<file path="config.mk">
export PLATFORM = sky130hd
export DESIGN_NAME = der_ecdsa_sig_to_raw_rs
export DESIGN_NICKNAME = d
export VERILOG_FILES = /design/src/design/dsr_pkg.sv /design/src/design/der_ecdsa_sig_to_raw_rs.sv /design/src/design/dsr_ram.sv /design/src/design/dsr_ctrl.sv /design/src/design/dsr_dp.sv
export SDC_FILE = /design/constraint.sdc
export NUM_CORES = 1
export LEC_CHECK = 0
export BUFFER_PORTS_ARGS = -buffer_cell sky130_fd_sc_hd__buf_4
export CAP_MARGIN = 20
export CORE_UTILIZATION = 68
export DETAILED_ROUTE_END_ITERATION = 6
export GPL_TIMING_DRIVEN = 0
export MAX_ROUTING_LAYER = met4
export PLACE_DENSITY = 0.84
export SLEW_MARGIN = 10
export SYNTH_ARGS = -nofsm -noshare
export SYNTH_HDL_FRONTEND = slang
export SYNTH_SLANG_ARGS = --single-unit
</file>
<file path="constraint.sdc">
create_clock -name clk_i -period 13.25 [get_ports clk_i]
set_input_delay 1.9875 -clock clk_i [delete_from_list [all_inputs] [get_ports clk_i]]
set_output_delay 1.9875 -clock clk_i [all_outputs]
set_load 0.03 [all_outputs]
</file>
<file path="src/design/dsr_pkg.sv">
// Shared types and constants of the DER ECDSA signature to raw r||s converter.
// Depends on nothing.
package dsr_pkg;

  localparam int unsigned COORD_BYTES_DEF = 32;
  localparam int unsigned OUT_TDATA_W = 16;

  localparam logic [7:0] SEQ_TAG = 8'h30;
  localparam logic [7:0] INT_TAG = 8'h02;
  localparam logic [8:0] MIN_TOTAL = 9'd8;
  localparam logic [8:0] COUNT_SAT = 9'd258;

  typedef enum logic [3:0] {
    STS_OK        = 4'd0,
    STS_SHORT     = 4'd1,
    STS_NO_SEQ    = 4'd2,
    STS_SEQ_LEN   = 4'd3,
    STS_R_TAG     = 4'd4,
    STS_R_LEN     = 4'd5,
    STS_S_TAG     = 4'd6,
    STS_S_LEN     = 4'd7,
    STS_TRAILING  = 4'd8,
    STS_TOO_LARGE = 4'd9
  } status_e;

  typedef struct packed {
    logic    accept;
    logic    load_seq_len;
    logic    load_elem;
    logic    take_r;
    logic    take_s;
    logic    fail;
    status_e fail_code;
    logic    finish;
    logic    emit_load;
    logic    clear;
  } cmd_t;

  typedef struct packed {
    logic seq_tag_bad;
    logic int_tag_bad;
    logic r_len_bad;
    logic elem_last;
    logic no_room;
    logic s_len_bad;
    logic s_len_trail;
    logic out_free;
    logic emit_last;
  } stat_t;

endpackage

</file>
<file path="src/design/der_ecdsa_sig_to_raw_rs.sv">
// Channel   Dir  tdata                               tlast
// s_axis    in   [7:0] der_byte                      last_byte
// m_axis    out  [7:0] raw_byte, [11:8] status       last_out (word 2*COORD_BYTES)
//
// One input word is taken per cycle while tvalid is high; the word that carries
// tlast is followed by the PH_FINISH state, in which the status is settled.
// Then 2*COORD_BYTES output words leave at one per cycle, paced by the
// registered read of the r and s RAMs and by m_axis_tready.
// Input is not taken during that emission.
// Reset is asynchronous and active low; a stall on m_axis holds the word.
//
// Top level of the DER ECDSA signature to raw r||s converter.
// Depends on dsr_pkg, dsr_ctrl, dsr_dp and dsr_ram.
module der_ecdsa_sig_to_raw_rs #(
  parameter int unsigned COORD_BYTES = dsr_pkg::COORD_BYTES_DEF
) (
  input  logic                            clk_i,
  input  logic                            rst_ni,
  input  logic                            s_axis_tvalid,
  output logic                            s_axis_tready,
  input  logic [7:0]                      s_axis_tdata,  // [7:0] der_byte
  input  logic                            s_axis_tlast,
  output logic                            m_axis_tvalid,
  input  logic                            m_axis_tready,
  output logic [dsr_pkg::OUT_TDATA_W-1:0] m_axis_tdata,  // [7:0] raw_byte, [11:8] status
  output logic                            m_axis_tlast
);

  dsr_pkg::cmd_t    cmd;
  dsr_pkg::stat_t   stat;
  logic [7:0]       m_byte;
  dsr_pkg::status_e m_status;

  dsr_ctrl u_ctrl (
    .clk_i     (clk_i),
    .rst_ni    (rst_ni),
    .s_valid_i (s_axis_tvalid),
    .s_last_i  (s_axis_tlast),
    .stat_i    (stat),
    .s_ready_o (s_axis_tready),
    .cmd_o     (cmd)
  );

  dsr_dp #(
    .COORD_BYTES (COORD_BYTES)
  ) u_dp (
    .clk_i      (clk_i),
    .rst_ni     (rst_ni),
    .cmd_i      (cmd),
    .der_byte_i (s_axis_tdata),
    .m_ready_i  (m_axis_tready),
    .stat_o     (stat),
    .m_valid_o  (m_axis_tvalid),
    .m_byte_o   (m_byte),
    .m_status_o (m_status),
    .m_last_o   (m_axis_tlast)
  );

  assign m_axis_tdata = {4'b0000, m_status, m_byte};

endmodule

</file>
<file path="src/design/dsr_ram.sv">
// Generic single-write, single-read RAM with a registered read port.
// Depends on nothing.
module dsr_ram #(
  parameter int unsigned WIDTH = 8,
  parameter int unsigned DEPTH = 32
) (
  input  logic                     clk_i,
  input  logic                     we_i,
  input  logic [$clog2(DEPTH)-1:0] waddr_i,
  input  logic [WIDTH-1:0]         wdata_i,
  input  logic                     re_i,
  input  logic [$clog2(DEPTH)-1:0] raddr_i,
  output logic [WIDTH-1:0]         rdata_o
);

  logic [WIDTH-1:0] mem_q [DEPTH];
  logic [WIDTH-1:0] rdata_q;

  always_ff @(posedge clk_i) begin
    if (we_i) begin
      mem_q[waddr_i] <= wdata_i;
    end
    if (re_i) begin
      rdata_q <= mem_q[raddr_i];
    end
  end

  assign rdata_o = rdata_q;

endmodule

</file>
<file path="src/design/dsr_ctrl.sv">
// Parse and emission sequencer of the DER to raw r||s converter.
// Depends on dsr_pkg; drives the datapath through dsr_pkg::cmd_t.
module dsr_ctrl (
  input  logic            clk_i,
  input  logic            rst_ni,
  input  logic            s_valid_i,
  input  logic            s_last_i,
  input  dsr_pkg::stat_t  stat_i,
  output logic            s_ready_o,
  output dsr_pkg::cmd_t   cmd_o
);

  typedef enum logic [10:0] {
    PH_SEQ_TAG = 11'b000_0000_0001,
    PH_SEQ_LEN = 11'b000_0000_0010,
    PH_R_TAG   = 11'b000_0000_0100,
    PH_R_LEN   = 11'b000_0000_1000,
    PH_R_DATA  = 11'b000_0001_0000,
    PH_S_TAG   = 11'b000_0010_0000,
    PH_S_LEN   = 11'b000_0100_0000,
    PH_S_DATA  = 11'b000_1000_0000,
    PH_DONE    = 11'b001_0000_0000,
    PH_FINISH  = 11'b010_0000_0000,
    PH_EMIT    = 11'b100_0000_0000
  } phase_e;

  phase_e phase_q, phase_d;
  logic   parsing;
  logic   accept;

  assign parsing   = (phase_q != PH_FINISH) && (phase_q != PH_EMIT);
  assign accept    = parsing && s_valid_i;
  assign s_ready_o = parsing;

  always_comb begin
    phase_d      = phase_q;
    cmd_o        = '0;
    cmd_o.accept = accept;
    unique case (phase_q)
      PH_SEQ_TAG: begin
        if (accept) begin
          if (stat_i.seq_tag_bad) begin
            cmd_o.fail      = 1'b1;
            cmd_o.fail_code = dsr_pkg::STS_NO_SEQ;
            phase_d         = PH_DONE;
          end else begin
            phase_d = PH_SEQ_LEN;
          end
        end
      end
      PH_SEQ_LEN: begin
        if (accept) begin
          cmd_o.load_seq_len = 1'b1;
          phase_d            = PH_R_TAG;
        end
      end
      PH_R_TAG: begin
        if (accept) begin
          if (stat_i.int_tag_bad) begin
            cmd_o.fail      = 1'b1;
            cmd_o.fail_code = dsr_pkg::STS_R_TAG;
            phase_d         = PH_DONE;
          end else begin
            phase_d = PH_R_LEN;
          end
        end
      end
      PH_R_LEN: begin
        if (accept) begin
          if (stat_i.r_len_bad) begin
            cmd_o.fail      = 1'b1;
            cmd_o.fail_code = dsr_pkg::STS_R_LEN;
            phase_d         = PH_DONE;
          end else begin
            cmd_o.load_elem = 1'b1;
            phase_d         = PH_R_DATA;
          end
        end
      end
      PH_R_DATA: begin
        if (accept) begin
          cmd_o.take_r = 1'b1;
          if (stat_i.elem_last) begin
            if (stat_i.no_room) begin
              cmd_o.fail      = 1'b1;
              cmd_o.fail_code = dsr_pkg::STS_S_TAG;
              phase_d         = PH_DONE;
            end else begin
              phase_d = PH_S_TAG;
            end
          end
        end
      end
      PH_S_TAG: begin
        if (accept) begin
          priority if (stat_i.int_tag_bad) begin
            cmd_o.fail      = 1'b1;
            cmd_o.fail_code = dsr_pkg::STS_S_TAG;
            phase_d         = PH_DONE;
          end else if (stat_i.no_room) begin
            cmd_o.fail      = 1'b1;
            cmd_o.fail_code = dsr_pkg::STS_S_LEN;
            phase_d         = PH_DONE;
          end else begin
            phase_d = PH_S_LEN;
          end
        end
      end
      PH_S_LEN: begin
        if (accept) begin
          priority if (stat_i.s_len_bad) begin
            cmd_o.fail      = 1'b1;
            cmd_o.fail_code = dsr_pkg::STS_S_LEN;
            phase_d         = PH_DONE;
          end else if (stat_i.s_len_trail) begin
            cmd_o.fail      = 1'b1;
            cmd_o.fail_code = dsr_pkg::STS_TRAILING;
            phase_d         = PH_DONE;
          end else begin
            cmd_o.load_elem = 1'b1;
            phase_d         = PH_S_DATA;
          end
        end
      end
      PH_S_DATA: begin
        if (accept) begin
          cmd_o.take_s = 1'b1;
          if (stat_i.elem_last) begin
            phase_d = PH_DONE;
          end
        end
      end
      PH_DONE: begin
        phase_d = PH_DONE;
      end
      PH_FINISH: begin
        cmd_o.finish = 1'b1;
        phase_d      = PH_EMIT;
      end
      PH_EMIT: begin
        if (stat_i.out_free) begin
          cmd_o.emit_load = 1'b1;
          if (stat_i.emit_last) begin
            cmd_o.clear = 1'b1;
            phase_d     = PH_SEQ_TAG;
          end
        end
      end
      default: begin
        phase_d = PH_SEQ_TAG;
      end
    endcase
    if (accept && s_last_i) begin
      phase_d = PH_FINISH;
    end
  end

  always_ff @(posedge clk_i or negedge rst_ni) begin
    if (!rst_ni) begin
      phase_q <= PH_SEQ_TAG;
    end else begin
      phase_q <= phase_d;
    end
  end

endmodule

</file>
<file path="src/design/dsr_dp.sv">
// Datapath of the DER to raw r||s converter: counters, checks, r and s stores,
// status and the output register. Depends on dsr_pkg and dsr_ram.
module dsr_dp #(
  parameter int unsigned COORD_BYTES = dsr_pkg::COORD_BYTES_DEF
) (
  input  logic              clk_i,
  input  logic              rst_ni,
  input  dsr_pkg::cmd_t     cmd_i,
  input  logic [7:0]        der_byte_i,
  input  logic              m_ready_i,
  output dsr_pkg::stat_t    stat_o,
  output logic              m_valid_o,
  output logic [7:0]        m_byte_o,
  output dsr_pkg::status_e  m_status_o,
  output logic              m_last_o
);

  localparam int unsigned AW = $clog2(COORD_BYTES);
  localparam int unsigned CW = $clog2(COORD_BYTES + 2);
  localparam int unsigned IW = $clog2(2 * COORD_BYTES);
  localparam int unsigned SW = IW + 1;
  localparam logic [CW-1:0] CNT_FULL = CW'(COORD_BYTES);
  localparam logic [IW-1:0] IDX_S    = IW'(COORD_BYTES);
  localparam logic [IW-1:0] IDX_LAST = IW'(2 * COORD_BYTES - 1);
  localparam logic [SW-1:0] SUM_C    = SW'(COORD_BYTES);

  logic [8:0]        byte_count_q, byte_count_d;
  logic [7:0]        seq_len_q, seq_len_d;
  logic [7:0]        elem_q, elem_d;
  logic              slz_q, slz_d;
  logic [CW-1:0]     cnt_r_q, cnt_r_d;
  logic [CW-1:0]     cnt_s_q, cnt_s_d;
  dsr_pkg::status_e  err_q, err_d;
  dsr_pkg::status_e  status_q, status_d;
  logic [IW-1:0]     idx_q, idx_d;
  logic              out_valid_q, out_valid_d;
  logic [7:0]        out_byte_q, out_byte_d;
  dsr_pkg::status_e  out_status_q, out_status_d;
  logic              out_last_q, out_last_d;

  logic [8:0]        total;
  logic [9:0]        total_w;
  logic [9:0]        idx1;
  logic [9:0]        s_sum;
  logic              digit;
  logic              r_we, s_we;
  logic              rd_en;
  logic [IW-1:0]     nidx;
  logic [IW-1:0]     n_pos;
  logic [SW-1:0]     r_addr_sum, s_addr_sum;
  logic [7:0]        r_rdata, s_rdata;
  logic              is_s;
  logic [IW-1:0]     pos;
  logic [CW-1:0]     cnt_sel;
  logic              in_range;
  logic [7:0]        emit_byte;

  assign total   = {1'b0, seq_len_q} + 9'd2;
  assign total_w = {1'b0, total};
  assign idx1    = {1'b0, byte_count_q} + 10'd1;
  assign s_sum   = idx1 + {2'b00, der_byte_i};
  assign digit   = !(slz_q && (der_byte_i == 8'h00));

  assign stat_o.seq_tag_bad = der_byte_i != dsr_pkg::SEQ_TAG;
  assign stat_o.int_tag_bad = der_byte_i != dsr_pkg::INT_TAG;
  assign stat_o.r_len_bad   = (der_byte_i == 8'h00) ||
                              (({2'b00, der_byte_i} + 10'd4) > total_w);
  assign stat_o.elem_last   = elem_q == 8'd1;
  assign stat_o.no_room     = idx1 >= total_w;
  assign stat_o.s_len_bad   = (der_byte_i == 8'h00) || (s_sum > total_w);
  assign stat_o.s_len_trail = s_sum != total_w;
  assign stat_o.out_free    = !out_valid_q || m_ready_i;
  assign stat_o.emit_last   = idx_q == IDX_LAST;

  assign r_we = cmd_i.take_r && digit && (cnt_r_q < CNT_FULL);
  assign s_we = cmd_i.take_s && digit && (cnt_s_q < CNT_FULL);

  // Read address for the next byte to emit: position inside its half plus
  // the fill count, minus the coordinate width.
  assign rd_en      = cmd_i.finish || cmd_i.emit_load;
  assign nidx       = cmd_i.finish ? '0 : idx_q + 1'b1;
  assign n_pos      = (nidx >= IDX_S) ? nidx - IDX_S : nidx;
  assign r_addr_sum = SW'(n_pos) + SW'(cnt_r_q) - SUM_C;
  assign s_addr_sum = SW'(n_pos) + SW'(cnt_s_q) - SUM_C;

  dsr_ram #(
    .WIDTH (8),
    .DEPTH (COORD_BYTES)
  ) u_r_ram (
    .clk_i   (clk_i),
    .we_i    (r_we),
    .waddr_i (cnt_r_q[AW-1:0]),
    .wdata_i (der_byte_i),
    .re_i    (rd_en),
    .raddr_i (r_addr_sum[AW-1:0]),
    .rdata_o (r_rdata)
  );

  dsr_ram #(
    .WIDTH (8),
    .DEPTH (COORD_BYTES)
  ) u_s_ram (
    .clk_i   (clk_i),
    .we_i    (s_we),
    .waddr_i (cnt_s_q[AW-1:0]),
    .wdata_i (der_byte_i),
    .re_i    (rd_en),
    .raddr_i (s_addr_sum[AW-1:0]),
    .rdata_o (s_rdata)
  );

  assign is_s      = idx_q >= IDX_S;
  assign pos       = is_s ? idx_q - IDX_S : idx_q;
  assign cnt_sel   = is_s ? cnt_s_q : cnt_r_q;
  assign in_range  = (SW'(pos) + SW'(cnt_sel)) >= SUM_C;
  assign emit_byte = ((status_q == dsr_pkg::STS_OK) && in_range) ?
                     (is_s ? s_rdata : r_rdata) : 8'h00;

  always_comb begin
    byte_count_d = byte_count_q;
    seq_len_d    = seq_len_q;
    elem_d       = elem_q;
    slz_d        = slz_q;
    cnt_r_d      = cnt_r_q;
    cnt_s_d      = cnt_s_q;
    err_d        = err_q;
    status_d     = status_q;
    idx_d        = idx_q;

    if (cmd_i.accept && (byte_count_q < dsr_pkg::COUNT_SAT)) begin
      byte_count_d = byte_count_q + 9'd1;
    end
    if (cmd_i.load_seq_len) begin
      seq_len_d = der_byte_i;
    end
    if (cmd_i.load_elem) begin
      elem_d = der_byte_i;
      slz_d  = 1'b1;
    end
    if (cmd_i.take_r || cmd_i.take_s) begin
      elem_d = elem_q - 8'd1;
      if (digit) begin
        slz_d = 1'b0;
      end
    end
    if (cmd_i.take_r && digit && (cnt_r_q <= CNT_FULL)) begin
      cnt_r_d = cnt_r_q + 1'b1;
    end
    if (cmd_i.take_s && digit && (cnt_s_q <= CNT_FULL)) begin
      cnt_s_d = cnt_s_q + 1'b1;
    end
    if (cmd_i.fail) begin
      err_d = cmd_i.fail_code;
    end

    if (cmd_i.finish) begin
      idx_d = '0;
      priority if (byte_count_q < dsr_pkg::MIN_TOTAL) begin
        status_d = dsr_pkg::STS_SHORT;
      end else if (err_q == dsr_pkg::STS_NO_SEQ) begin
        status_d = dsr_pkg::STS_NO_SEQ;
      end else if (total != byte_count_q) begin
        status_d = dsr_pkg::STS_SEQ_LEN;
      end else if (err_q != dsr_pkg::STS_OK) begin
        status_d = err_q;
      end else if ((cnt_r_q > CNT_FULL) || (cnt_s_q > CNT_FULL)) begin
        status_d = dsr_pkg::STS_TOO_LARGE;
      end else begin
        status_d = dsr_pkg::STS_OK;
      end
    end
    if (cmd_i.emit_load) begin
      idx_d = idx_q + 1'b1;
    end

    if (cmd_i.clear) begin
      byte_count_d = '0;
      seq_len_d    = '0;
      elem_d       = '0;
      slz_d        = 1'b1;
      cnt_r_d      = '0;
      cnt_s_d      = '0;
      err_d        = dsr_pkg::STS_OK;
    end
  end

  always_comb begin
    out_valid_d  = out_valid_q;
    out_byte_d   = out_byte_q;
    out_status_d = out_status_q;
    out_last_d   = out_last_q;
    if (cmd_i.emit_load) begin
      out_valid_d  = 1'b1;
      out_byte_d   = emit_byte;
      out_status_d = status_q;
      out_last_d   = idx_q == IDX_LAST;
    end else if (m_ready_i) begin
      out_valid_d = 1'b0;
    end
  end

  always_ff @(posedge clk_i or negedge rst_ni) begin
    if (!rst_ni) begin
      byte_count_q <= '0;
      seq_len_q    <= '0;
      elem_q       <= '0;
      slz_q        <= 1'b1;
      cnt_r_q      <= '0;
      cnt_s_q      <= '0;
      err_q        <= dsr_pkg::STS_OK;
      status_q     <= dsr_pkg::STS_OK;
      idx_q        <= '0;
      out_valid_q  <= 1'b0;
    end else begin
      byte_count_q <= byte_count_d;
      seq_len_q    <= seq_len_d;
      elem_q       <= elem_d;
      slz_q        <= slz_d;
      cnt_r_q      <= cnt_r_d;
      cnt_s_q      <= cnt_s_d;
      err_q        <= err_d;
      status_q     <= status_d;
      idx_q        <= idx_d;
      out_valid_q  <= out_valid_d;
    end
  end

  always_ff @(posedge clk_i) begin
    out_byte_q   <= out_byte_d;
    out_status_q <= out_status_d;
    out_last_q   <= out_last_d;
  end

  assign m_valid_o  = out_valid_q;
  assign m_byte_o   = out_byte_q;
  assign m_status_o = out_status_q;
  assign m_last_o   = out_last_q;

endmodule

</file>
==> summary.md <==
For this configuration, the core starts out at a cell density of 69.2%. IR analysis of the VDD net gives a maximum drop of 0.145 mV. Data on the critical path arrives at its endpoint at 6630 ps. Setup slack closes at 7070 ps. The count of flip-flops with a built-in enable after synthesis is 541, and the global router's overall resource usage is 32.8%. For the count of instances resized after the clock tree is built, the log shows 0. The width of the chip came out at 201 µm.

The number of distinct standard cells referenced by the synthesized netlist is 79, and the core box area is 38800 µm². For this block, the via count after detailed routing is 15800. The run gives 7 as the detailed-routing iteration count for the pre-antenna-repair pass. The worst setup path is of the in2reg kind.

In the final timing run, aggregate negative setup slack is 0 ps. The launching element type of the critical path was an input port. Counting tap cells, the placed design contains a total of 2208 instances.

The logs give 26900 µm² for the cell area after technology mapping and 0.978 for the placer's final routability congestion estimate. Summing all multi-input logic gate instances after layout gives 8500 µm². OpenSTA, run right after detailed placement, puts the worst setup slack at 6490 ps. The logs give 62500 µm for the sum of routed wire length over all layers and 0 for the count of nets left with antenna violations after detail routing. The worst setup path is captured at a flop. For the count of non-filler cells in the finished layout, the log shows 2312. The first global-routing pass estimated 94700 µm of wire. STA puts the critical path data required time at 13700 ps. Port buffering added 27 buffers. The number of global-route vias before repair came out at 15800. Timing would allow up to 162 MHz. The final antenna diode count was 0; the post-synthesis simple-gate area fraction was 6.98%. The run gives 0 as the total count of hold-check failures in the final report.

After routing the design area is 29600 µm². The tools report the area taken by flip-flops and latches as 17800 µm². By area the synthesized netlist is led by sky130_fd_sc_hd__edfxtp_1 60%, sky130_fd_sc_hd__mux4_2 11%, sky130_fd_sc_hd__dfrtp_1 5.8%, sky130_fd_sc_hd__ha_1 3.0%, sky130_fd_sc_hd__nor2_1 2.1%. The filler cells instantiated in the layout total 2127. The library cell occupying the most area in the post-synthesis netlist was sky130_fd_sc_hd__edfxtp_1.

Headroom to the max-slew limit came out at 29.3%. The detailed router finished its first iteration with 2107 violations. Average vias per placed instance: 6.84.

The average instance in the mapped netlist occupies 16.2 µm². Setup repair after global routing left no endpoint under its margin. After Yosys synthesis, XOR and XNOR cells account for 1.87% of the synthesized area. The largest individual stage delay along the critical path comes from the cell sky130_fd_sc_hd__nor3_1. Number of warnings reported in the yosys synthesis log: 0. The checks that failed: design-rule violations. The tree built by TritonCTS fans out to 605 sinks.

The clock latency on the worst-skew pair was 620 ps; the die footprint was 40300 µm². Synthesis produced 1658 cells. The leakage power of the design came out at 10.2 nW. The DRC violation count after routing is 1, and the post-synthesis sequential area ratio is 66.5%.

32 I/O pins were placed. The most used flip-flop cell after synthesis is sky130_fd_sc_hd__edfxtp_1. Of all flip-flops after synthesis, the portion carrying an async set or reset was 10.6%.

Compared with the post-synthesis result, the final layout area differs by 10.1%. Placed standard-cell area: 27700 µm². Of the total synthesized cell area, the portion taken by full adders, half adders and majority gates is 3.33%.

After synthesis, the largest family of logic cells by area is multiplexers. Of all nets on the critical path, the largest fanout is 70. The clock period could shrink to 6180 ps. The sum of net half-perimeters after detailed placement is 37300 µm, and the proportion of synthesized area in mux cells is 13.9%. In this run, CTS created clock tree buffers numbering 58. Largest net degree at the start of global routing: 73. In the final routed layout, each cell accounts on average for 27.0 µm. For this run, the slowest stage of the critical path takes 740 ps. The final critical path takes up 46.6% of the cycle.

The post-route clock skew was 13.2 ps. For this run, the post-layout net count is 1832. The clock root buffer was sky130_fd_sc_hd__clkbuf_16.

TritonCTS built the clock tree. In this run the worst hold path is classified as reg2reg. The run finished, with violations left. The max-slew violation total from the final report was 0. Summing the areas of all compound-gate instances in the mapped netlist gives 5.53% of the synthesized area. The vertical die dimension is 201 µm. The floorplan has 72 rows.

The number of setup buffers added after CTS is 0. Power spread over the standard cell area amounts to 204 nW/µm². The initial antenna violation count was 0. The number of setup violations in the final report came out at 0. The synthesized design devotes to its leading area cell type 60.5% of total area.

The actual transition at the worst max-transition pin works out to 1060 ps. The flip-flop and latch count after synthesis is 605. After clock tree synthesis, the flow added hold-fix buffers numbering 0. The register clock-pin slew on the reported worst setup and hold paths was 70 ps; the number of maximum-capacitance violations was 0. Traced cell by cell, the critical path runs through buf_4 -> ha_1 -> inv_1 -> fa_1 -> nor2b_1 -> o21ai_0 -> nand2b_1 -> a21o_1 -> a21oi_1 -> o21ai_0 -> xor2_1 -> ha_1 -> nand3_1 -> nor3_1 -> nand3_1 -> or3_1 -> clkbuf_1 -> a41oi_1 -> a21oi_1. In this run the number of H-tree levels came out at 2. The run gives 3 as the buffer levels on the longest clock path. Cells with a size suffix above 1 make up 17.8% of the layout. After global routing the overflow that remains totals 0.
metrics by stage:
step	utilization, %	hold slack, ps	power, mW
3_5_place_dp	71.4	484	4.35
5_1_grt	76.2	512	6.22
6_report	76.2	519	6.04
2_1_floorplan	-	440	3.70
3_3_place_gp	71.4	486	4.28
4_1_cts	76.2	505	6.01
layout make-up:
cell class / instances / share of cell area, %
Buffer: 84 / 1.27
Clock buffer: 71 / 5.28
Inverter: 37 / 0.470
Sequential cell: 605 / 60.4
Timing Repair Buffer: 28 / 0.698
Tap cell: 518 / 2.19
Multi-Input combinational cell: 936 / 28.8
Clock inverter: 33 / 0.961
path summary, 6_finish.rpt:
path,startpoint,to,slack [ps],depth (start not counted)
worst max-delay path,s_axis_tdata[0],u_dp.elem_q[5]$_DFFE_PN0P_,7070,19
worst min-delay path,u_dp.status_q[2]$_DFFE_PN0P_,u_dp.m_status_o[2]$_DFFE_PP_,520,0
worst max register to register,u_ctrl.phase_q[7]$_DFFE_PN0P_,u_dp.u_s_ram.rdata_o[0]$_DFFE_PP_,7470,13
worst min register to register,u_dp.status_q[2]$_DFFE_PN0P_,u_dp.m_status_o[2]$_DFFE_PP_,520,0
max in group asynchronous,rst_ni,u_dp.seq_len_q[3]$_DFFE_PN0P_,11240,1
min in group asynchronous,rst_ni,u_dp.status_q[2]$_DFFE_PN0P_,1480,1
sequential cells by signal, indices dropped and copies added (netlist names), 6 cells and up:
signal,count
u_dp.u_r_ram.mem_q,256
u_dp.u_s_ram.mem_q,256
u_dp.m_byte_o,8
u_dp.seq_len_q,8
u_dp.u_s_ram.rdata_o,8
u_dp.idx_q,6
u_ctrl.phase_q,11
u_dp.u_r_ram.rdata_o,8
u_dp.elem_q,8
u_dp.byte_count_q,9
u_dp.cnt_s_q,6
u_dp.cnt_r_q,6
layout by cell type (no fill, tap or decap), drive strengths merged, types with 6 or more instances in the layout:
cell and count:
edfxtp 541, nor2 154, mux4 128, clkbuf 120, nand2 76, ha 65
buf 63, dfrtp 62, o21ai 61, a21oi 49, mux2i 43, inv 37
mux2 37, xnor2 32, clkinv 27, nand3 26, xor2 21, o211ai 20
nand4 19, a22o 16, nor3 16, a21o 13, nor4 13, and3 10
nand3b 10, nor2b 8, and2 8, or3 8, a211o 7, a31oi 7
a211oi 6, or4 6
synth_stat cells, drive strengths merged (13+ instances only):
master  instances
edfxtp        541
nor2          154
mux4          128
nand2          76
ha             65
dfrtp          62
o21ai          61
a21oi          49
clkbuf         49
mux2i          43
inv            37
mux2           37
buf            35
xnor2          32
nand3          26
xor2           21
o211ai         20
nand4          19
a22o           16
nor3           16
a21o           13
nor4           13
where the power goes:
group          internal, mW  switching (mW)
combinational         0.924            1.31
clock                 0.912           0.701
sequential             2.17          0.0274
total                  4.00            2.04
critical path, delay by kind of cell:
family	cells	cell delay, ps
simple gates	6	1610
buf+inv	3	910
fa+ha+maj	3	1040
compound gates	6	920
xor+xnor	1	110
cell families (layout without fill, tap and decap cells):
kind of cell / after synthesis / after routing
AOI/OAI and AO/OA: 219 / 219
xor gates and xnor gates: 53 / 53
adders and majority gates: 69 / 69
buffers and inverters: 121 / 253
DFF: 605 / 605
muxes: 208 / 208
other: 1 / 5
and+or+nand+nor: 382 / 382
metal layers:
layer | part of all wire (%) | vias up | routed length, µm | track usage, %
met5 | 0 | - | 0 | -
met2 | 49 | 1025 | 30500 | 51.5
met4 | 2.7 | 0 | 1680 | 8.70
li1 | - | 6708 | - | -
met1 | 38 | 7923 | 23800 | 44.8
met3 | 10 | 158 | 6480 | 6.27
Note: power is estimated with default switching activity, not from simulation.
